**src/rtl/core/ipv4lpm_pkg.sv**
```systemverilog
`timescale 1ns / 1ps
`default_nettype none

package ipv4lpm_pkg;

  // Default number of route slots.
  localparam int TABLE_DEPTH = 16;

  // Fixed field widths.
  localparam int ADDR_W  = 32;
  localparam int FUNC_W  = 2;
  localparam int COUNT_W = 5;

  // Operation codes.
  localparam logic [FUNC_W-1:0] FUNC_ADD    = 2'd0;
  localparam logic [FUNC_W-1:0] FUNC_DELETE = 2'd1;
  localparam logic [FUNC_W-1:0] FUNC_LOOKUP = 2'd2;
  localparam logic [FUNC_W-1:0] FUNC_MATCH  = 2'd3;

  // One request as held during its scan. The mask is already zero when absent.
  typedef struct packed {
    logic [FUNC_W-1:0] func;
    logic [ADDR_W-1:0] addr;
    logic [ADDR_W-1:0] mask;
    logic              has_mask;
  } req_t;

  // Contents of one route slot.
  typedef struct packed {
    logic              valid;
    logic [ADDR_W-1:0] addr;
    logic [ADDR_W-1:0] mask;
    logic              has_mask;
  } slot_t;

  // Running best candidate handed from cell to cell during a scan.
  typedef struct packed {
    logic              found;
    logic [ADDR_W-1:0] addr;
    logic [ADDR_W-1:0] mask;
    logic              has_mask;
  } cand_t;

  // Table update issued when an item completes.
  typedef struct packed {
    logic add_en;
    logic del_en;
  } cmd_t;

endpackage

`default_nettype wire

```
**src/rtl/core/ipv4lpm_cell.sv**
```systemverilog
`timescale 1ns / 1ps
`default_nettype none

module ipv4lpm_cell #(
  parameter int DEPTH    = ipv4lpm_pkg::TABLE_DEPTH,
  parameter int CELL_IDX = 0,
  parameter int IDX_W    = $clog2(DEPTH)
) (
  input  wire                      clk,
  input  wire                      rst_n,
  input  wire ipv4lpm_pkg::req_t   req,
  input  wire ipv4lpm_pkg::cmd_t   cmd,
  input  wire [IDX_W-1:0]          del_idx,
  input  wire                      below_valid,
  input  wire ipv4lpm_pkg::slot_t  slot_above,
  input  wire ipv4lpm_pkg::cand_t  cand_in,
  input  wire [IDX_W-1:0]          idx_in,
  output ipv4lpm_pkg::slot_t       slot,
  output ipv4lpm_pkg::cand_t       cand_out,
  output logic [IDX_W-1:0]         idx_out
);

  localparam logic [IDX_W-1:0] MY_IDX = IDX_W'(CELL_IDX);

  logic                           valid_r, valid_nxt;
  logic [ipv4lpm_pkg::ADDR_W-1:0] addr_r, addr_nxt;
  logic [ipv4lpm_pkg::ADDR_W-1:0] mask_r, mask_nxt;
  logic                           hm_r, hm_nxt;
  ipv4lpm_pkg::cand_t             cand_r, cand_nxt;
  logic [IDX_W-1:0]               idx_r, idx_nxt;

  logic exact_ok;
  logic match_ok;
  logic take;

  // Compare this slot against the request.
  always_comb begin
    exact_ok = (addr_r == req.addr) &&
               ((req.has_mask && hm_r && (mask_r == req.mask)) ||
                (!req.has_mask && !hm_r));
    match_ok = ((addr_r & mask_r) == (req.addr & mask_r));
    case (req.func)
      ipv4lpm_pkg::FUNC_DELETE,
      ipv4lpm_pkg::FUNC_LOOKUP: begin
        take = valid_r && exact_ok && !cand_in.found;
      end
      ipv4lpm_pkg::FUNC_MATCH: begin
        take = valid_r && match_ok &&
               (hm_r ? (mask_r >= cand_in.mask) : !cand_in.found);
      end
      default: begin
        take = 1'b0;
      end
    endcase
  end

  // Keep the incoming candidate or replace it with this slot.
  always_comb begin
    if (take) begin
      cand_nxt.found    = 1'b1;
      cand_nxt.addr     = addr_r;
      cand_nxt.mask     = mask_r;
      cand_nxt.has_mask = hm_r;
      idx_nxt           = MY_IDX;
    end else begin
      cand_nxt = cand_in;
      idx_nxt  = idx_in;
    end
  end

  // A new entry lands in the first free slot; a delete pulls the newer slots down.
  always_comb begin
    valid_nxt = valid_r;
    addr_nxt  = addr_r;
    mask_nxt  = mask_r;
    hm_nxt    = hm_r;
    if (cmd.add_en && !valid_r && below_valid) begin
      valid_nxt = 1'b1;
      addr_nxt  = req.addr;
      mask_nxt  = req.mask;
      hm_nxt    = req.has_mask;
    end else if (cmd.del_en && valid_r && (MY_IDX >= del_idx)) begin
      valid_nxt = slot_above.valid;
      addr_nxt  = slot_above.addr;
      mask_nxt  = slot_above.mask;
      hm_nxt    = slot_above.has_mask;
    end
  end

  always_ff @(posedge clk) begin
    if (!rst_n) begin
      valid_r <= 1'b0;
    end else begin
      valid_r <= valid_nxt;
    end
  end

  always_ff @(posedge clk) begin
    addr_r <= addr_nxt;
    mask_r <= mask_nxt;
    hm_r   <= hm_nxt;
    cand_r <= cand_nxt;
    idx_r  <= idx_nxt;
  end

  assign slot.valid    = valid_r;
  assign slot.addr     = addr_r;
  assign slot.mask     = mask_r;
  assign slot.has_mask = hm_r;
  assign cand_out      = cand_r;
  assign idx_out       = idx_r;

endmodule

`default_nettype wire

```
**src/rtl/core/ipv4_route_table_lpm_top.sv**
```systemverilog
`timescale 1ns / 1ps
`default_nettype none

// An add goes from capture straight to completion; delete, exact lookup and longest
// match first scan the row, the candidate passing one cell per cycle, then complete.
// One item at a time; an item completes only when the output register is free.
// A result waiting in the output register does not block acceptance of the next item.
// Reset (synchronous, active low) empties the table and returns the control to idle.
module ipv4_route_table_lpm_top #(
  parameter int DEPTH = ipv4lpm_pkg::TABLE_DEPTH
) (
  input  wire                                 clk,
  input  wire                                 rst_n,
  input  wire                                 in_valid,
  output logic                                in_stall,
  input  wire [ipv4lpm_pkg::FUNC_W-1:0]       in_func,
  input  wire [ipv4lpm_pkg::ADDR_W-1:0]       in_dest_addr,
  input  wire [ipv4lpm_pkg::ADDR_W-1:0]       in_dest_mask,
  input  wire                                 in_mask_given,
  output logic                                out_valid,
  input  wire                                 out_stall,
  output logic                                out_found,
  output logic [ipv4lpm_pkg::ADDR_W-1:0]      out_route_addr,
  output logic [ipv4lpm_pkg::ADDR_W-1:0]      out_route_mask,
  output logic                                out_route_has_mask,
  output logic [ipv4lpm_pkg::COUNT_W-1:0]     out_entry_count
);

  localparam int IDX_W = $clog2(DEPTH);
  localparam int CNT_W = $clog2(DEPTH + 1);
  localparam logic [IDX_W-1:0] LAST_IDX = IDX_W'(DEPTH - 1);

  typedef enum logic [2:0] {
    ST_IDLE   = 3'b001,
    ST_SCAN   = 3'b010,
    ST_FINISH = 3'b100
  } state_t;

  state_t             state_r, state_nxt;
  logic [IDX_W-1:0]   cnt_r, cnt_nxt;
  logic [CNT_W-1:0]   used_r, used_nxt;
  ipv4lpm_pkg::req_t  req_r;
  ipv4lpm_pkg::cmd_t  cmd;

  logic out_valid_r, out_valid_nxt;
  logic out_found_r;
  logic [ipv4lpm_pkg::ADDR_W-1:0] out_addr_r;
  logic [ipv4lpm_pkg::ADDR_W-1:0] out_mask_r;
  logic out_hm_r;
  logic [ipv4lpm_pkg::COUNT_W-1:0] out_count_r;

  ipv4lpm_pkg::slot_t slot_q [DEPTH];
  ipv4lpm_pkg::cand_t cand_q [DEPTH];
  logic [IDX_W-1:0]   idx_q  [DEPTH];
  logic [DEPTH-1:0]   valid_vec;

  logic in_accept;
  logic out_free;
  logic commit;
  logic is_add;
  logic full;

  assign in_stall  = (state_r != ST_IDLE);
  assign in_accept = in_valid && !in_stall;
  assign out_free  = !out_valid_r || !out_stall;
  assign commit    = (state_r == ST_FINISH) && out_free;
  assign is_add    = (req_r.func == ipv4lpm_pkg::FUNC_ADD);
  assign full      = slot_q[DEPTH-1].valid;

  // Row of slot cells; the candidate runs from the newest end toward slot 0.
  genvar gi;
  generate
    for (gi = 0; gi < DEPTH; gi++) begin : g_cell
      ipv4lpm_pkg::slot_t above;
      ipv4lpm_pkg::cand_t cin;
      logic [IDX_W-1:0]   iin;
      logic               below;

      if (gi == DEPTH - 1) begin : g_top
        assign above = '0;
        assign cin   = '0;
        assign iin   = '0;
      end else begin : g_mid
        assign above = slot_q[gi+1];
        assign cin   = cand_q[gi+1];
        assign iin   = idx_q[gi+1];
      end

      if (gi == 0) begin : g_bottom
        assign below = 1'b1;
      end else begin : g_upper
        assign below = slot_q[gi-1].valid;
      end

      ipv4lpm_cell #(
        .DEPTH    (DEPTH),
        .CELL_IDX (gi),
        .IDX_W    (IDX_W)
      ) u_cell (
        .clk         (clk),
        .rst_n       (rst_n),
        .req         (req_r),
        .cmd         (cmd),
        .del_idx     (idx_q[0]),
        .below_valid (below),
        .slot_above  (above),
        .cand_in     (cin),
        .idx_in      (iin),
        .slot        (slot_q[gi]),
        .cand_out    (cand_q[gi]),
        .idx_out     (idx_q[gi])
      );

      assign valid_vec[gi] = slot_q[gi].valid;
    end
  endgenerate

  // Table update when the item completes.
  always_comb begin
    cmd.add_en = commit && is_add && !full;
    cmd.del_en = commit && (req_r.func == ipv4lpm_pkg::FUNC_DELETE) && cand_q[0].found;
  end

  // Sequencer: capture, scan the row unless the item is an add, then complete into the output register.
  always_comb begin
    state_nxt = state_r;
    cnt_nxt   = cnt_r;
    used_nxt  = used_r;
    case (state_r)
      ST_IDLE: begin
        cnt_nxt = '0;
        if (in_accept) begin
          state_nxt = (in_func == ipv4lpm_pkg::FUNC_ADD) ? ST_FINISH : ST_SCAN;
        end
      end
      ST_SCAN: begin
        cnt_nxt = cnt_r + 1'b1;
        if (cnt_r == LAST_IDX) begin
          state_nxt = ST_FINISH;
        end
      end
      ST_FINISH: begin
        if (commit) begin
          state_nxt = ST_IDLE;
          if (cmd.add_en) begin
            used_nxt = used_r + 1'b1;
          end else if (cmd.del_en) begin
            used_nxt = used_r - 1'b1;
          end
        end
      end
      default: begin
        state_nxt = ST_IDLE;
      end
    endcase
  end

  always_ff @(posedge clk) begin
    if (!rst_n) begin
      state_r <= ST_IDLE;
      cnt_r   <= '0;
      used_r  <= '0;
    end else begin
      state_r <= state_nxt;
      cnt_r   <= cnt_nxt;
      used_r  <= used_nxt;
    end
  end

  // Request capture; an absent mask is stored as zero.
  always_ff @(posedge clk) begin
    if (in_accept) begin
      req_r.func     <= in_func;
      req_r.addr     <= in_dest_addr;
      req_r.mask     <= in_mask_given ? in_dest_mask : '0;
      req_r.has_mask <= in_mask_given;
    end
  end

  // Output register.
  always_comb begin
    out_valid_nxt = out_valid_r;
    if (out_valid_r && !out_stall) begin
      out_valid_nxt = 1'b0;
    end
    if (commit) begin
      out_valid_nxt = 1'b1;
    end
  end

  always_ff @(posedge clk) begin
    if (!rst_n) begin
      out_valid_r <= 1'b0;
    end else begin
      out_valid_r <= out_valid_nxt;
    end
  end

  always_ff @(posedge clk) begin
    if (commit) begin
      out_count_r <= ipv4lpm_pkg::COUNT_W'(used_nxt);
      if (is_add) begin
        out_found_r <= !full;
        out_addr_r  <= full ? '0 : req_r.addr;
        out_mask_r  <= full ? '0 : req_r.mask;
        out_hm_r    <= !full && req_r.has_mask;
      end else begin
        out_found_r <= cand_q[0].found;
        out_addr_r  <= cand_q[0].addr;
        out_mask_r  <= cand_q[0].mask;
        out_hm_r    <= cand_q[0].has_mask;
      end
    end
  end

  assign out_valid          = out_valid_r;
  assign out_found          = out_found_r;
  assign out_route_addr     = out_addr_r;
  assign out_route_mask     = out_mask_r;
  assign out_route_has_mask = out_hm_r;
  assign out_entry_count    = out_count_r;

  // The occupied slots always form a run starting at slot 0.
  a_valid_contiguous: assert property (@(posedge clk) disable iff (!rst_n)
    ((valid_vec + 1'b1) & valid_vec) == '0)
    else $error("route slots not contiguous");

  // The entry counter tracks the occupied slots.
  a_count_matches: assert property (@(posedge clk) disable iff (!rst_n)
    CNT_W'($countones(valid_vec)) == used_r)
    else $error("entry count disagrees with slot valid bits");

  // A new result only appears after the sequencer completes an item.
  a_result_source: assert property (@(posedge clk) disable iff (!rst_n)
    $rose(out_valid_r) |-> $past(state_r == ST_FINISH))
    else $error("result produced outside completion");

  // A reported entry without a mask carries a zero mask.
  a_mask_zero: assert property (@(posedge clk) disable iff (!rst_n)
    (out_valid_r && !out_hm_r) |-> (out_mask_r == '0))
    else $error("nonzero mask on unmasked result");

endmodule

`default_nettype wire

```
**config.mk**
```make
export PLATFORM = sky130hd
export DESIGN_NAME = ipv4_route_table_lpm_top
export DESIGN_NICKNAME = d
export VERILOG_FILES = /design/src/rtl/core/ipv4lpm_pkg.sv /design/src/rtl/core/ipv4lpm_cell.sv /design/src/rtl/core/ipv4_route_table_lpm_top.sv
export SDC_FILE = /design/constraint.sdc
export NUM_CORES = 2
export LEC_CHECK = 0
export BUFFER_PORTS_ARGS = -buffer_cell sky130_fd_sc_hd__buf_2
export CORE_MARGIN = 2
export CORE_UTILIZATION = 25
export DETAILED_ROUTE_END_ITERATION = 10
export GPL_ROUTABILITY_DRIVEN = 0
export PLACE_DENSITY = 0.36
export SLEW_MARGIN = 20
export SYNTH_ARGS = -nofsm -noshare
export SYNTH_HDL_FRONTEND = slang
export SYNTH_HIERARCHICAL = 1
export SYNTH_SLANG_ARGS = --single-unit
```
**constraint.sdc**
```tcl
create_clock -name clk -period 9.3 [get_ports clk]
set_input_delay 1.395 -clock clk [delete_from_list [all_inputs] [get_ports clk]]
set_output_delay 1.395 -clock clk [all_outputs]
set_load 0.01 [all_outputs]
```
==> results.sh <==
export IMPL_outcome="finished clean"
export IMPL_numCtsBuffers=288
export IMPL_hold_class="reg2reg"
export IMPL_critPathCaptureType="flop"
export IMPL_h_tree_depth=5
export IMPL_relSlewSlack_pct=26.6
export IMPL_p_per_area_mw_per_mm2=192
export IMPL_total_power_uw=25600
export IMPL_synth_warnings=6
export IMPL_layout_drive_gt1_share_pct=29.6
export IMPL_period_minus_slack_ps=4690
export IMPL_final_antenna_net_count=0
export IMPL_viasPerCell=4.90
export IMPL_cts_tree="built"
export IMPL_finalSetupViolCount=0
export IMPL_multiInputGateArea_sq_mm=0.0526
export IMPL_crit_arrival_ps=5550
export IMPL_mostFrequentLayoutCells="1794 x mux2_2, 1178 x edfxtp_1, 1149 x dfxtp_1"
export IMPL_nets=9930
export IMPL_path_clk_slew_ps=60
export IMPL_ctsHoldBuffers=0
export IMPL_cellLeakagePower_uw=0.0514
export IMPL_synthCells=8765
export IMPL_die_h_um=681
export IMPL_drt_iter0_drc=7548
export IMPL_syn_area_sq_mm=0.115
export IMPL_cp_required_ps=10160
export IMPL_post_cts_buffers=0
export IMPL_grt_pass1_wl_mm=715
export IMPL_cts_resized=0
export IMPL_syn_avg_cell_area_sq_um=13.1
export IMPL_fp_row_count=248
export IMPL_holdWs_ps=405
export IMPL_layout_commonest_cell="mux2_2"
export IMPL_cts_sinks=2327
export IMPL_seq_area_sq_mm=0.0584
export IMPL_holdPathStages=2
export IMPL_routed_wl_mm=537
export IMPL_routedWlPerCell_um=34.2
export IMPL_clkLatencyLatePin_ps=960
export IMPL_fin_crit_sh_pct=50.4
export IMPL_die_w_um=681
export IMPL_num_vias=76900
export IMPL_track_usage_pct=22.5
export IMPL_slew_violations=0
export IMPL_initial_core_util_pct=25.1
export IMPL_finClkSkew_ps=49.3
export IMPL_antenna_found_initial=49
export IMPL_cp_start_kind="flop"
export IMPL_pin_count=144
export IMPL_clk_path_buf_depth=4
export IMPL_path_class="reg2reg"
export IMPL_hold_viol=0
export IMPL_cts_root_buf="clkbuf_16"
export IMPL_fin_tns_setup_ps=0
export IMPL_fill_cells=46400
export IMPL_maxCapViolCount=0
export IMPL_reg2reg_depth=9
export IMPL_dr_pass1_iters=6
export IMPL_fmax_mhz=213
export IMPL_design_core_area_sq_mm=0.456
export IMPL_worst_pin_slew_ps=1100
export IMPL_dp_hpwl_mm=391
export IMPL_drcViolationCount=0
export IMPL_globalRouteOverflowTotal=0
export IMPL_rsz0062_at_grt="false"
export IMPL_grt_max_degree=71
export IMPL_path_max_fanout=62
export IMPL_final_core_util_pct=29.2
export IMPL_first_global_vias=79400
export IMPL_die_area_sq_mm=0.464
export IMPL_port_buffers=143
export IMPL_area_delta_synth_final_pct=16.3
export IMPL_ir_drop_uv=128
[flip-flops by register name, summed over array words and instances (netlist names), 16 cells and up]
register	cells
g_cell.u_cell/valid_r	16
g_cell.u_cell/hm_r	16
g_cell.u_cell/addr_r	512
g_cell.u_cell/mask_r	512
out_route_addr	32
g_cell.u_cell/idx_out	64
out_route_mask	32
g_cell.u_cell/cand_out	1056
req_r	67
[power by group]
group | leakage [uW] | internal (uW) | switching, uW
clock | 0.00479 | 6950 | 4810
combinational | 0.0263 | 725 | 1870
sequential | 0.0203 | 11000 | 250
total | 0.0514 | 18700 | 6940
[layout make-up]
cell class	instances	share of cell area [%]
Timing Repair Buffer	366	1.84
Clock inverter	96	0.841
Multi-Input combinational cell	5684	39.5
Inverter	645	1.82
Clock buffer	434	6.48
Antenna cell	14	0.0263
Sequential cell	2327	43.8
Tap cell	6125	5.75
[routing by layer]
metal / track usage, % / vias to the layer above / wire, um / share of wire, %
met5: 0 / - / 0 / 0
met4: 8.73 / 0 / 22900 / 4.3
met3: 3.15 / 913 / 27400 / 5.1
met2: 37.6 / 2883 / 255000 / 47
met1: 29.2 / 39800 / 232000 / 43
li1: - / 33300 / - / -
[critical path, stage by stage, from the launching register on]
cell      delay, ps
edfxtp_1        330
buf_4           420
buf_4           480
xor2_1          220
a22o_1          280
a221oi_1        290
nand4_1         220
o41ai_4         870
buf_4           830
mux2_2          310
[worst paths after layout]
check,from,endpoint,slack (ps)
min reg2reg,g_cell[3].u_cell/idx_out[3]$_SDFF_PP0_,g_cell[2].u_cell/idx_out[3]$_SDFF_PP0_,410
max,req_r[35]$_DFFE_PP_,g_cell[15].u_cell/cand_out[12]$_DFF_P_,4610
max reg2reg,req_r[35]$_DFFE_PP_,g_cell[15].u_cell/cand_out[12]$_DFF_P_,4610
min,g_cell[3].u_cell/idx_out[3]$_SDFF_PP0_,g_cell[2].u_cell/idx_out[3]$_SDFF_PP0_,410
[per-stage QoR]
step	setup slack, ps	std cells	area [sq um]
finish	4610	15700	133000
detailed placement	4160	15100	124000
global route	4350	15700	133000
floorplan	1690	8933	115000
CTS	4630	15700	133000
global placement	4150	15100	124000
No activity file was read; power rests on OpenSTA's default activity.
